`src/hw/rtl/aabb_collision_pair_finder_core_assert.svh`:
```
// Assertion macros for the collider pair finder core.
// Included by the modules that carry concurrent checks; no other dependencies.
`ifndef AABB_COLLISION_PAIR_FINDER_CORE_ASSERT_SVH
`define AABB_COLLISION_PAIR_FINDER_CORE_ASSERT_SVH

// Consequent checked in the same cycle as the antecedent.
`define ACPF_ASSERT_SAME(label, clk, rst_n, ante, cons, msg) \
  label: assert property (@(posedge clk) disable iff (!rst_n) (ante) |-> (cons)) \
    else $error(msg);

// Consequent checked in the cycle after the antecedent.
`define ACPF_ASSERT_NEXT(label, clk, rst_n, ante, cons, msg) \
  label: assert property (@(posedge clk) disable iff (!rst_n) (ante) |=> (cons)) \
    else $error(msg);

`endif

```
`src/hw/rtl/acpf_pkg.sv`:
```
// Shared types and constants of the collider pair finder.
// No dependencies; the RTL modules refer to it by scoped names, the testbench files import it.
package acpf_pkg;

  localparam int MASK_W = 25;
  localparam logic [MASK_W-1:0] MASK_RESET = 25'h210B80;

  // Operation codes of an input item.
  localparam logic [1:0] OP_ADD    = 2'd0;
  localparam logic [1:0] OP_REMOVE = 2'd1;
  localparam logic [1:0] OP_SWEEP  = 2'd2;

  // Result codes.
  localparam logic [1:0] RES_ADD    = 2'd0;
  localparam logic [1:0] RES_REMOVE = 2'd1;
  localparam logic [1:0] RES_PAIR   = 2'd2;
  localparam logic [1:0] RES_DONE   = 2'd3;

  // Highest collider type that takes part in the enable mask.
  localparam logic [2:0] KIND_WIN   = 3'd4;
  localparam logic [4:0] TYPE_COUNT = 5'd5;

  typedef logic [2:0] slot_t;

  typedef struct packed {
    logic signed [15:0] x;
    logic signed [15:0] y;
    logic [14:0]        w;
    logic [14:0]        h;
    logic [2:0]         kind;
  } rect_entry_t;

  typedef struct packed {
    logic        we;
    slot_t       waddr;
    rect_entry_t wdata;
    logic        re;
    slot_t       raddr_a;
    slot_t       raddr_b;
  } mem_req_t;

endpackage

```
`src/hw/rtl/acpf_in_if.sv`:
```
// Input channel of the collider pair finder: valid/ready plus the item fields.
// No dependencies.
interface acpf_in_if;
  logic               valid;
  logic               ready;
  logic [1:0]         op;
  logic [2:0]         slot;
  logic signed [15:0] rect_x;
  logic signed [15:0] rect_y;
  logic [14:0]        rect_w;
  logic [14:0]        rect_h;
  logic [2:0]         kind;

  modport source (output valid, op, slot, rect_x, rect_y, rect_w, rect_h, kind,
                  input ready);
  modport sink (input valid, op, slot, rect_x, rect_y, rect_w, rect_h, kind,
                output ready);
endinterface

```
`src/hw/rtl/acpf_out_if.sv`:
```
// Result channel of the collider pair finder: valid/ready plus the result fields.
// No dependencies.
interface acpf_out_if;
  logic       valid;
  logic       ready;
  logic [1:0] result_kind;
  logic [2:0] slot_a;
  logic [2:0] slot_b;
  logic       full_res;
  logic       last;

  modport source (output valid, result_kind, slot_a, slot_b, full_res, last,
                  input ready);
  modport sink (input valid, result_kind, slot_a, slot_b, full_res, last,
                output ready);
endinterface

```
`src/hw/rtl/aabb_collision_pair_finder_core.sv`:
```
// Top level of the collider pair finder: mask register, sequencer, table, pair test.
// Depends on acpf_pkg, acpf_in_if, acpf_out_if, acpf_store, acpf_pair_test, acpf_ctrl.
//
//   Channel  | Direction | Handshake          | Payload
//   in_ch    | in        | valid / ready      | op, slot, rect_x, rect_y, rect_w, rect_h, kind
//   out_ch   | out       | valid / ready      | result_kind, slot_a, slot_b, full_res, last
//   cfg      | in        | cfg_we (no wait)   | cfg_wdata = pair_enable_mask
//
// An add or remove item is acknowledged through the result register in the cycle after it
// is taken. A sweep walks all SLOTS*(SLOTS-1)/2 slot pairs, one pair per cycle while the
// output is not stalled, through the two read ports of the table, then tests the last pair
// and issues the done result before the next input can be taken. Output back-pressure
// holds the whole pair walk.
// Reset is synchronous and active low; the slot table itself has no reset, since entry data
// is used only for slots that an add has written. One item is in progress at a time.
module aabb_collision_pair_finder_core #(
  parameter int SLOTS = 8
) (
  input  logic                        clk,
  input  logic                        rst_n,
  acpf_in_if.sink                     in_ch,
  acpf_out_if.source                  out_ch,
  input  logic                        cfg_we,
  input  logic [acpf_pkg::MASK_W-1:0] cfg_wdata
);

  // Type-pair enable mask: bit a*5+b allows a first collider of type a against a second of
  // type b.
  logic [acpf_pkg::MASK_W-1:0] mask_r;

  acpf_pkg::mem_req_t    mem_req;
  acpf_pkg::rect_entry_t rdata_a;
  acpf_pkg::rect_entry_t rdata_b;
  logic                  pair_hit;

  always_ff @(posedge clk) begin
    if (!rst_n) begin
      mask_r <= acpf_pkg::MASK_RESET;
    end else if (cfg_we) begin
      mask_r <= cfg_wdata;
    end
  end

  // The sequencer keeps the live and pending slot bits in flip-flops and drives the table.
  acpf_ctrl #(
    .SLOTS (SLOTS)
  ) u_ctrl (
    .clk      (clk),
    .rst_n    (rst_n),
    .in_ch    (in_ch),
    .out_ch   (out_ch),
    .mem_req  (mem_req),
    .pair_hit (pair_hit)
  );

  // Rectangle and type table, one entry per slot, with registered read data.
  acpf_store #(
    .SLOTS (SLOTS)
  ) u_store (
    .clk     (clk),
    .req     (mem_req),
    .rdata_a (rdata_a),
    .rdata_b (rdata_b)
  );

  // The test works on the registered read data; the sequencer qualifies it with liveness.
  acpf_pair_test u_pair_test (
    .rect_a (rdata_a),
    .rect_b (rdata_b),
    .mask   (mask_r),
    .hit    (pair_hit)
  );

endmodule

```
`src/hw/rtl/acpf_store.sv`:
```
// Collider table memory: one write port and two registered read ports.
// Depends on acpf_pkg.
module acpf_store #(
  parameter int SLOTS = 8
) (
  input  logic                  clk,
  input  acpf_pkg::mem_req_t    req,
  output acpf_pkg::rect_entry_t rdata_a,
  output acpf_pkg::rect_entry_t rdata_b
);

  localparam int SLOT_AW = $clog2(SLOTS);

  acpf_pkg::rect_entry_t mem_r [SLOTS];
  acpf_pkg::rect_entry_t rd_a_r;
  acpf_pkg::rect_entry_t rd_b_r;

  always_ff @(posedge clk) begin
    if (req.we) begin
      mem_r[req.waddr[SLOT_AW-1:0]] <= req.wdata;
    end
    if (req.re) begin
      rd_a_r <= mem_r[req.raddr_a[SLOT_AW-1:0]];
      rd_b_r <= mem_r[req.raddr_b[SLOT_AW-1:0]];
    end
  end

  assign rdata_a = rd_a_r;
  assign rdata_b = rd_b_r;

endmodule

```
`src/hw/rtl/acpf_pair_test.sv`:
```
// Pair test: type-pair enable lookup and strict rectangle overlap.
// Depends on acpf_pkg.
module acpf_pair_test (
  input  acpf_pkg::rect_entry_t         rect_a,
  input  acpf_pkg::rect_entry_t         rect_b,
  input  logic [acpf_pkg::MASK_W-1:0]   mask,
  output logic                          hit
);

  logic signed [16:0] ax_lo, ax_hi, ay_lo, ay_hi;
  logic signed [16:0] bx_lo, bx_hi, by_lo, by_hi;
  logic               overlap;
  logic               types_ok;
  logic [4:0]         bit_idx;
  logic [31:0]        mask_ext;

  // Edges widened by one bit so that right and bottom edges never wrap.
  always_comb begin
    ax_lo = {rect_a.x[15], rect_a.x};
    ay_lo = {rect_a.y[15], rect_a.y};
    bx_lo = {rect_b.x[15], rect_b.x};
    by_lo = {rect_b.y[15], rect_b.y};
    ax_hi = ax_lo + {2'b00, rect_a.w};
    ay_hi = ay_lo + {2'b00, rect_a.h};
    bx_hi = bx_lo + {2'b00, rect_b.w};
    by_hi = by_lo + {2'b00, rect_b.h};
    overlap = (ax_lo < bx_hi) && (ax_hi > bx_lo) && (ay_lo < by_hi) && (ay_hi > by_lo);
  end

  // Types beyond the last known type are never enabled.
  always_comb begin
    types_ok = (rect_a.kind <= acpf_pkg::KIND_WIN) && (rect_b.kind <= acpf_pkg::KIND_WIN);
    bit_idx  = 5'({2'b00, rect_a.kind} * acpf_pkg::TYPE_COUNT) + {2'b00, rect_b.kind};
    mask_ext = {{(32 - acpf_pkg::MASK_W){1'b0}}, mask};
  end

  assign hit = types_ok && mask_ext[bit_idx] && overlap;

endmodule

```
`src/hw/rtl/acpf_ctrl.sv`:
```
// Sequencer of the collider pair finder: slot bookkeeping, pair walk, result register.
// Depends on acpf_pkg, acpf_in_if, acpf_out_if and the assertion macro header.
`include "aabb_collision_pair_finder_core_assert.svh"

module acpf_ctrl #(
  parameter int SLOTS = 8
) (
  input  logic               clk,
  input  logic               rst_n,
  acpf_in_if.sink            in_ch,
  acpf_out_if.source         out_ch,
  output acpf_pkg::mem_req_t mem_req,
  input  logic               pair_hit
);

  localparam int SLOT_AW = $clog2(SLOTS);
  localparam logic [SLOT_AW-1:0] I_LAST = SLOT_AW'(SLOTS - 2);
  localparam logic [SLOT_AW-1:0] K_LAST = SLOT_AW'(SLOTS - 1);

  localparam logic [1:0] ST_IDLE  = 2'd0;
  localparam logic [1:0] ST_SWEEP = 2'd1;
  localparam logic [1:0] ST_TAIL  = 2'd2;
  localparam logic [1:0] ST_DRAIN = 2'd3;

  logic [1:0]         state_r, state_nxt;
  logic [SLOTS-1:0]   valid_r, valid_nxt;
  logic [SLOTS-1:0]   pending_r, pending_nxt;
  logic [SLOT_AW-1:0] pi_r, pi_nxt;
  logic [SLOT_AW-1:0] pk_r, pk_nxt;

  // Stage holding the pair whose table entries sit in the read registers.
  logic               s1_vld_r, s1_vld_nxt;
  logic               s1_done_r, s1_done_nxt;
  logic               s1_live_r, s1_live_nxt;
  logic [SLOT_AW-1:0] s1_i_r, s1_i_nxt;
  logic [SLOT_AW-1:0] s1_k_r, s1_k_nxt;

  logic               out_valid_r, out_valid_nxt;
  logic [1:0]         res_kind_r, res_kind_nxt;
  logic [2:0]         slot_a_r, slot_a_nxt;
  logic [2:0]         slot_b_r, slot_b_nxt;
  logic               full_r, full_nxt;
  logic               last_r, last_nxt;

  logic               adv;
  logic               acc;
  logic               free_found;
  logic [SLOT_AW-1:0] free_idx;
  logic               rm_in_range;
  logic [SLOT_AW-1:0] rm_idx;

  assign adv = !out_valid_r || out_ch.ready;
  assign in_ch.ready = (state_r == ST_IDLE) && adv;
  assign acc = in_ch.valid && in_ch.ready;

  // Lowest free slot.
  always_comb begin
    free_found = 1'b0;
    free_idx   = '0;
    for (int j = SLOTS - 1; j >= 0; j--) begin
      if (!valid_r[j]) begin
        free_found = 1'b1;
        free_idx   = SLOT_AW'(j);
      end
    end
  end

  assign rm_in_range = ({1'b0, in_ch.slot} < 4'(SLOTS));
  assign rm_idx      = in_ch.slot[SLOT_AW-1:0];

  // Slot state, pair walk and table accesses.
  always_comb begin
    state_nxt   = state_r;
    valid_nxt   = valid_r;
    pending_nxt = pending_r;
    pi_nxt      = pi_r;
    pk_nxt      = pk_r;
    s1_vld_nxt  = s1_vld_r;
    s1_done_nxt = s1_done_r;
    s1_live_nxt = s1_live_r;
    s1_i_nxt    = s1_i_r;
    s1_k_nxt    = s1_k_r;

    mem_req.we          = 1'b0;
    mem_req.waddr       = 3'(free_idx);
    mem_req.wdata.x     = in_ch.rect_x;
    mem_req.wdata.y     = in_ch.rect_y;
    mem_req.wdata.w     = in_ch.rect_w;
    mem_req.wdata.h     = in_ch.rect_h;
    mem_req.wdata.kind  = in_ch.kind;
    mem_req.re          = 1'b0;
    mem_req.raddr_a     = 3'(pi_r);
    mem_req.raddr_b     = 3'(pk_r);

    case (state_r)
      ST_IDLE: begin
        if (acc) begin
          case (in_ch.op)
            acpf_pkg::OP_ADD: begin
              if (free_found) begin
                mem_req.we            = 1'b1;
                valid_nxt[free_idx]   = 1'b1;
                pending_nxt[free_idx] = 1'b0;
              end
            end
            acpf_pkg::OP_REMOVE: begin
              if (rm_in_range && valid_r[rm_idx]) begin
                pending_nxt[rm_idx] = 1'b1;
              end
            end
            acpf_pkg::OP_SWEEP: begin
              valid_nxt   = valid_r & ~pending_r;
              pending_nxt = '0;
              pi_nxt      = '0;
              pk_nxt      = SLOT_AW'(1);
              state_nxt   = ST_SWEEP;
            end
            default: begin
            end
          endcase
        end
      end
      ST_SWEEP: begin
        if (adv) begin
          mem_req.re  = 1'b1;
          s1_vld_nxt  = 1'b1;
          s1_done_nxt = 1'b0;
          s1_live_nxt = valid_r[pi_r] && valid_r[pk_r];
          s1_i_nxt    = pi_r;
          s1_k_nxt    = pk_r;
          if (pk_r == K_LAST) begin
            if (pi_r == I_LAST) begin
              state_nxt = ST_TAIL;
            end else begin
              pi_nxt = pi_r + SLOT_AW'(1);
              pk_nxt = pi_r + SLOT_AW'(2);
            end
          end else begin
            pk_nxt = pk_r + SLOT_AW'(1);
          end
        end
      end
      ST_TAIL: begin
        if (adv) begin
          s1_vld_nxt  = 1'b1;
          s1_done_nxt = 1'b1;
          s1_live_nxt = 1'b0;
          state_nxt   = ST_DRAIN;
        end
      end
      ST_DRAIN: begin
        if (adv) begin
          s1_vld_nxt = 1'b0;
          state_nxt  = ST_IDLE;
        end
      end
      default: begin
        state_nxt = ST_IDLE;
      end
    endcase
  end

  // Result register: loads whenever the previous result has gone or is leaving.
  always_comb begin
    out_valid_nxt = out_valid_r;
    res_kind_nxt  = res_kind_r;
    slot_a_nxt    = slot_a_r;
    slot_b_nxt    = slot_b_r;
    full_nxt      = full_r;
    last_nxt      = last_r;
    if (adv) begin
      out_valid_nxt = 1'b0;
      slot_b_nxt    = '0;
      full_nxt      = 1'b0;
      if (s1_vld_r) begin
        if (s1_done_r) begin
          out_valid_nxt = 1'b1;
          res_kind_nxt  = acpf_pkg::RES_DONE;
          slot_a_nxt    = '0;
          last_nxt      = 1'b1;
        end else if (s1_live_r && pair_hit) begin
          out_valid_nxt = 1'b1;
          res_kind_nxt  = acpf_pkg::RES_PAIR;
          slot_a_nxt    = 3'(s1_i_r);
          slot_b_nxt    = 3'(s1_k_r);
          last_nxt      = 1'b0;
        end
      end else if (acc && (in_ch.op == acpf_pkg::OP_ADD)) begin
        out_valid_nxt = 1'b1;
        res_kind_nxt  = acpf_pkg::RES_ADD;
        slot_a_nxt    = free_found ? 3'(free_idx) : 3'd0;
        full_nxt      = !free_found;
        last_nxt      = 1'b1;
      end else if (acc && (in_ch.op == acpf_pkg::OP_REMOVE)) begin
        out_valid_nxt = 1'b1;
        res_kind_nxt  = acpf_pkg::RES_REMOVE;
        slot_a_nxt    = in_ch.slot;
        last_nxt      = 1'b1;
      end
    end
  end

  always_ff @(posedge clk) begin
    if (!rst_n) begin
      state_r     <= ST_IDLE;
      valid_r     <= '0;
      pending_r   <= '0;
      pi_r        <= '0;
      pk_r        <= '0;
      s1_vld_r    <= 1'b0;
      s1_done_r   <= 1'b0;
      out_valid_r <= 1'b0;
    end else begin
      state_r     <= state_nxt;
      valid_r     <= valid_nxt;
      pending_r   <= pending_nxt;
      pi_r        <= pi_nxt;
      pk_r        <= pk_nxt;
      s1_vld_r    <= s1_vld_nxt;
      s1_done_r   <= s1_done_nxt;
      out_valid_r <= out_valid_nxt;
    end
  end

  always_ff @(posedge clk) begin
    s1_live_r  <= s1_live_nxt;
    s1_i_r     <= s1_i_nxt;
    s1_k_r     <= s1_k_nxt;
    res_kind_r <= res_kind_nxt;
    slot_a_r   <= slot_a_nxt;
    slot_b_r   <= slot_b_nxt;
    full_r     <= full_nxt;
    last_r     <= last_nxt;
  end

  assign out_ch.valid       = out_valid_r;
  assign out_ch.result_kind = res_kind_r;
  assign out_ch.slot_a      = slot_a_r;
  assign out_ch.slot_b      = slot_b_r;
  assign out_ch.full_res    = full_r;
  assign out_ch.last        = last_r;

  `ACPF_ASSERT_SAME(a_pending_live, clk, rst_n, 1'b1, (pending_r & ~valid_r) == '0, "pending slot is not live")
  `ACPF_ASSERT_SAME(a_ready_empty, clk, rst_n, in_ch.ready, !s1_vld_r, "input taken with a pair in flight")
  `ACPF_ASSERT_SAME(a_done_drain, clk, rst_n, s1_vld_r && s1_done_r, state_r == ST_DRAIN, "done token outside drain")
  `ACPF_ASSERT_NEXT(a_stall_hold, clk, rst_n, out_valid_r && !out_ch.ready && (state_r == ST_SWEEP), (state_r == ST_SWEEP) && $stable(pi_r) && $stable(pk_r), "pair walk moved under stall")

endmodule

```
`src/flat_wrapper.sv`:
```
// flat-port wrapper written by rule: the top's interface ports become plain ports
module aabb_collision_pair_finder_core_flat 
#(
  parameter int SLOTS = 8
)
  (clk, rst_n, cfg_we, cfg_wdata, in_ch_valid, in_ch_op, in_ch_slot, in_ch_rect_x, in_ch_rect_y, in_ch_rect_w, in_ch_rect_h, in_ch_kind, in_ch_ready, out_ch_valid, out_ch_result_kind, out_ch_slot_a, out_ch_slot_b, out_ch_full_res, out_ch_last, out_ch_ready);
  acpf_in_if in_ch_i ();
  acpf_out_if out_ch_i ();
  input  logic clk;
  input  logic rst_n;
  input  logic cfg_we;
  input  logic [acpf_pkg::MASK_W-1:0] cfg_wdata;
  input wire logic [$bits(in_ch_i.valid)-1:0] in_ch_valid;
  input wire logic [$bits(in_ch_i.op)-1:0] in_ch_op;
  input wire logic [$bits(in_ch_i.slot)-1:0] in_ch_slot;
  input wire logic [$bits(in_ch_i.rect_x)-1:0] in_ch_rect_x;
  input wire logic [$bits(in_ch_i.rect_y)-1:0] in_ch_rect_y;
  input wire logic [$bits(in_ch_i.rect_w)-1:0] in_ch_rect_w;
  input wire logic [$bits(in_ch_i.rect_h)-1:0] in_ch_rect_h;
  input wire logic [$bits(in_ch_i.kind)-1:0] in_ch_kind;
  output wire logic [$bits(in_ch_i.ready)-1:0] in_ch_ready;
  output wire logic [$bits(out_ch_i.valid)-1:0] out_ch_valid;
  output wire logic [$bits(out_ch_i.result_kind)-1:0] out_ch_result_kind;
  output wire logic [$bits(out_ch_i.slot_a)-1:0] out_ch_slot_a;
  output wire logic [$bits(out_ch_i.slot_b)-1:0] out_ch_slot_b;
  output wire logic [$bits(out_ch_i.full_res)-1:0] out_ch_full_res;
  output wire logic [$bits(out_ch_i.last)-1:0] out_ch_last;
  input wire logic [$bits(out_ch_i.ready)-1:0] out_ch_ready;
  assign in_ch_i.valid = in_ch_valid;
  assign in_ch_i.op = in_ch_op;
  assign in_ch_i.slot = in_ch_slot;
  assign in_ch_i.rect_x = in_ch_rect_x;
  assign in_ch_i.rect_y = in_ch_rect_y;
  assign in_ch_i.rect_w = in_ch_rect_w;
  assign in_ch_i.rect_h = in_ch_rect_h;
  assign in_ch_i.kind = in_ch_kind;
  assign in_ch_ready = in_ch_i.ready;
  assign out_ch_valid = out_ch_i.valid;
  assign out_ch_result_kind = out_ch_i.result_kind;
  assign out_ch_slot_a = out_ch_i.slot_a;
  assign out_ch_slot_b = out_ch_i.slot_b;
  assign out_ch_full_res = out_ch_i.full_res;
  assign out_ch_last = out_ch_i.last;
  assign out_ch_i.ready = out_ch_ready;
  aabb_collision_pair_finder_core #(.SLOTS(SLOTS)) u_core (.clk(clk), .rst_n(rst_n), .in_ch(in_ch_i), .out_ch(out_ch_i), .cfg_we(cfg_we), .cfg_wdata(cfg_wdata));
endmodule
```
`config.mk`:
```
export PLATFORM = sky130hd
export DESIGN_NAME = aabb_collision_pair_finder_core_flat
export DESIGN_NICKNAME = d
export VERILOG_FILES = /design/src/hw/rtl/acpf_pkg.sv /design/src/hw/rtl/acpf_in_if.sv /design/src/hw/rtl/acpf_out_if.sv /design/src/hw/rtl/aabb_collision_pair_finder_core.sv /design/src/hw/rtl/acpf_store.sv /design/src/hw/rtl/acpf_pair_test.sv /design/src/hw/rtl/acpf_ctrl.sv /design/src/flat_wrapper.sv
export VERILOG_INCLUDE_DIRS = /design/src /design/src/hw/rtl
export SDC_FILE = /design/constraint.sdc
export NUM_CORES = 1
export LEC_CHECK = 0
export BUFFER_PORTS_ARGS = -buffer_cell sky130_fd_sc_hd__buf_2
export CAP_MARGIN = 20
export CORE_MARGIN = 2
export CORE_UTILIZATION = 42
export CTS_CLUSTER_DIAMETER = 200
export DETAILED_ROUTE_END_ITERATION = 10
export GPL_TIMING_DRIVEN = 0
export PLACE_DENSITY_LB_ADDON = 0.1
export SYNTH_ARGS = -nofsm -noshare
export SYNTH_HDL_FRONTEND = slang
export SYNTH_SLANG_ARGS = --single-unit
```
`constraint.sdc`:
```
create_clock -name clk -period 10.1 [get_ports clk]
set_input_delay 2.02 -clock clk [delete_from_list [all_inputs] [get_ports clk]]
set_output_delay 2.02 -clock clk [all_outputs]
set_load 0.02 [all_outputs]
```
==> impl_results.md <==
* Critical Path RT at 10.41 ns
* Final setup margin at 3.96 ns
* Mean Syn Cell Area at 17.0 sq um
* Cell taking the most area after synthesis: edfxtp_1
* DR top layer: met5
* CTS tree: done
* Final hold slack at 0.458 ns
* Congestion Overflow GR at 0
* PostCTS Resize Cnt at 0
* Area of the die at 85900 sq um
* Met2 wire len at 45400 um
* Commonest cells after routing, fill and taps aside: 667 x edfxtp_1, 268 x mux4_2, 146 x ha_1
* Setup_tns at 0 ns
* DP HPWL at 66000 um
* Number of global-route vias before repair at 21100
* Initial DRC count at 1423
* Setup bufs post-CTS at 0
* Overall routed net length at 90400 um
* Site Rows at 106
* Initial antenna violation count at 14
* Synth Register Bits at 719
* Latest clock arrival within the worst-skew pair at 0.65 ns
* Core Area at 83200 sq um
* CTS Hold Bufs at 0
* Clock Tree Buf Depth at 3
* Die Ht at 293 um
* VDD IR max at 0.130 mV
* Endpoints failing setup at 0
* RSZ-0062 raised after global routing: false
* Final ANT Viol Nets at 0
* Mapped Area at 35100 sq um
* Register area share after synthesis at 0.600
* Drt wl/cell at 26.0 um
* Crit path DAT at 6.45 ns
* H-tree levels at 3
* Top FF cell, synth: edfxtp_1
* PortBufs at 108
* Post-route DRC violation count at 0
* Reg clk slew, reported paths at 0.06 ns
* Nets at 2574
* First-pass GRT wire length at 134000 um
* Worst setup SP type: flop
* Pleak at 0.0136 uW
* CP Class: reg -> reg
* Crit-path max FO at 6
* Fraction of layout cells with a size suffix above 1 at 0.302
* Status: complete, no violations
* Commonest non-fill, non-tap cell in the layout: edfxtp_1
* Largest net degree at the start of global routing at 37
* Max-capacitance violation count at 0
* Synthesized Nets at 2317
* Fillers at 6946
* Clk root buf: clkbuf_16
* Gate Count Post-Synth at 2066
* Relative slew slack at 0.250
* Pre-CTS setup slack at 4.08 ns
* Num Clock Sinks at 719
* Area grow syn2layout at 15.9%
* Syn. warnings at 0
* Die W at 293 um
* Crit. End Element: flop
* Overall routing resource usage at 0.213
* IO Count at 112
* Crit path time final at 6.14 ns
* Post-synthesis cell type count at 67
* Post-synth EDFFs at 667
* Placed instance count at 3318
* Starting Density at 0.422
* Post-Route Skew at 0.0225 ns
* Synth area leaders: edfxtp_1 57%, mux4_2 17%, ha_1 5.2%
* FFs w/ async S/R, synth at 0
* Least-Margin Pin Slew at 1.13 ns
* WL met1 at 38100 um
* Vias at 19800
* Final RePlAce weighted congestion at 0.860
* Tcrit/Tclk final at 0.608
* Slew Viols, Final at 0
* Fin. Hold Viols at 0
* PwrDens at 239 nW/um^2
* Hold Path Class: reg -> reg
* CTS buffer count at 81
* Top cell type's share of synthesized area at 0.571
* WL met3 at 4750 um
* Fin cells at 3474
* DRT Pass-1 Iters at 5
* Vias/cell at 5.71
* Max frequency at 163 MHz
[area by class of cell]
type	instances	area, sq um	area share
clock inverters	52	498	0.0122
well taps	1080	1350	0.0332
diodes	4	10.0	0.000246
plain buffers	96	385	0.00947
flip-flops and latches	719	21100	0.518
multi-input cells	1179	13400	0.330
clock buffers	98	2100	0.0516
repair buffers	174	1550	0.0381
inverters	72	270	0.00664
[worst max-delay path, stage by stage (launching register included)]
cell	delay, ns
edfxtp_1	0.40
ha_1	0.25
fa_1	0.48
a21o_1	0.18
a21oi_1	0.23
o21ai_1	0.20
o211a_1	0.27
o21a_1	0.19
o21a_1	0.21
o221ai_1	0.32
o21ai_1	0.11
ha_1	0.44
nor2_1	0.15
a21oi_1	0.30
nand4_1	0.35
nor4_1	0.76
nand4_1	0.37
a21oi_1	0.28
and2_1	0.31
[worst paths after layout]
path                                   startpoint                                            end  slack, ns  cells after the start
max          u_core.u_store.rdata_b[33]$_DFFE_PP_  u_core.u_ctrl.out_ch.result_kind[1]$_DFFE_PP_       3.96                     18
min            u_core.u_ctrl.pi_r[2]$_SDFFE_PN0P_              u_core.u_ctrl.s1_i_r[2]$_DFFE_PP_       0.46                      0
max reg2reg  u_core.u_store.rdata_b[33]$_DFFE_PP_  u_core.u_ctrl.out_ch.result_kind[1]$_DFFE_PP_       3.96                     18
min reg2reg    u_core.u_ctrl.pi_r[2]$_SDFFE_PN0P_              u_core.u_ctrl.s1_i_r[2]$_DFFE_PP_       0.46                      0
[synthesized netlist by cell type (12+ instances only)]
cell      instances
o21a_1           18
buf_2            14
o21ai_0          16
a31oi_1          12
dfxtp_1          52
o21ai_1          39
mux2_2          130
mux2i_1          30
xor2_1           23
nor2b_1          34
a21oi_1          55
nand2_1          61
edfxtp_1        667
ha_1            146
and2_1           15
nand2b_1         13
buf_1            17
nand4_1          15
nor2_1           85
nand3_1          22
mux4_2          268
xnor2_1          30
nor3_1           28
clkbuf_1         64
a21o_1           26
inv_1            68
[metal layers]
layer / vias up / track usage
met3: 130 / 0.0378
met5: - / 0
met4: 14 / 0.0552
li1: 8937 / -
met2: 518 / 0.369
met1: 10200 / 0.278
[state kept, by name (all words and copies together), names as in the netlist, 2 cells and up]
signal and count:
u_core.u_ctrl.out_ch.slot_b 3, u_core.u_store.rdata_a 65, u_core.u_ctrl.pi_r 3, u_core.u_ctrl.pk_r 3
u_core.u_ctrl.pending_r 8, u_core.u_ctrl.out_ch.slot_a 3, u_core.u_store.rdata_b 65, u_core.u_ctrl.s1_i_r 3
u_core.u_ctrl.state_r 2, u_core.u_store.mem_r 520, u_core.u_ctrl.out_ch.result_kind 2, u_core.mask_r 25
u_core.u_ctrl.valid_r 8, u_core.u_ctrl.s1_k_r 3
[stage by stage]
stage	utilization	instance area (sq um)	power, uW
2_1_floorplan	-	35100	6030
3_3_place_gp	0.445	37000	6880
3_5_place_dp	0.457	38000	6930
4_1_cts	0.489	40600	9840
5_1_grt	0.489	40700	10300
6_report	0.489	40700	9740
[cells by family after synthesis]
group,Yosys count,share of synthesized area
DFF,719,0.600
muxes,433,0.226
and+or+nand+nor,310,0.0438
AOI/OAI and AO/OA,232,0.0432
buffers and inverters,168,0.0187
adders and majority gates,151,0.0549
xor gates and xnor gates,53,0.0132
[power by group]
part	switching [uW]	total, uW	leakage [uW]	internal [uW]
clock	1220	2870	0.00127	1660
sequential	120	3690	0.00647	3570
combinational	1710	3180	0.00591	1460
total	3050	9740	0.0136	6690
(Power assumes the default switching activity.)
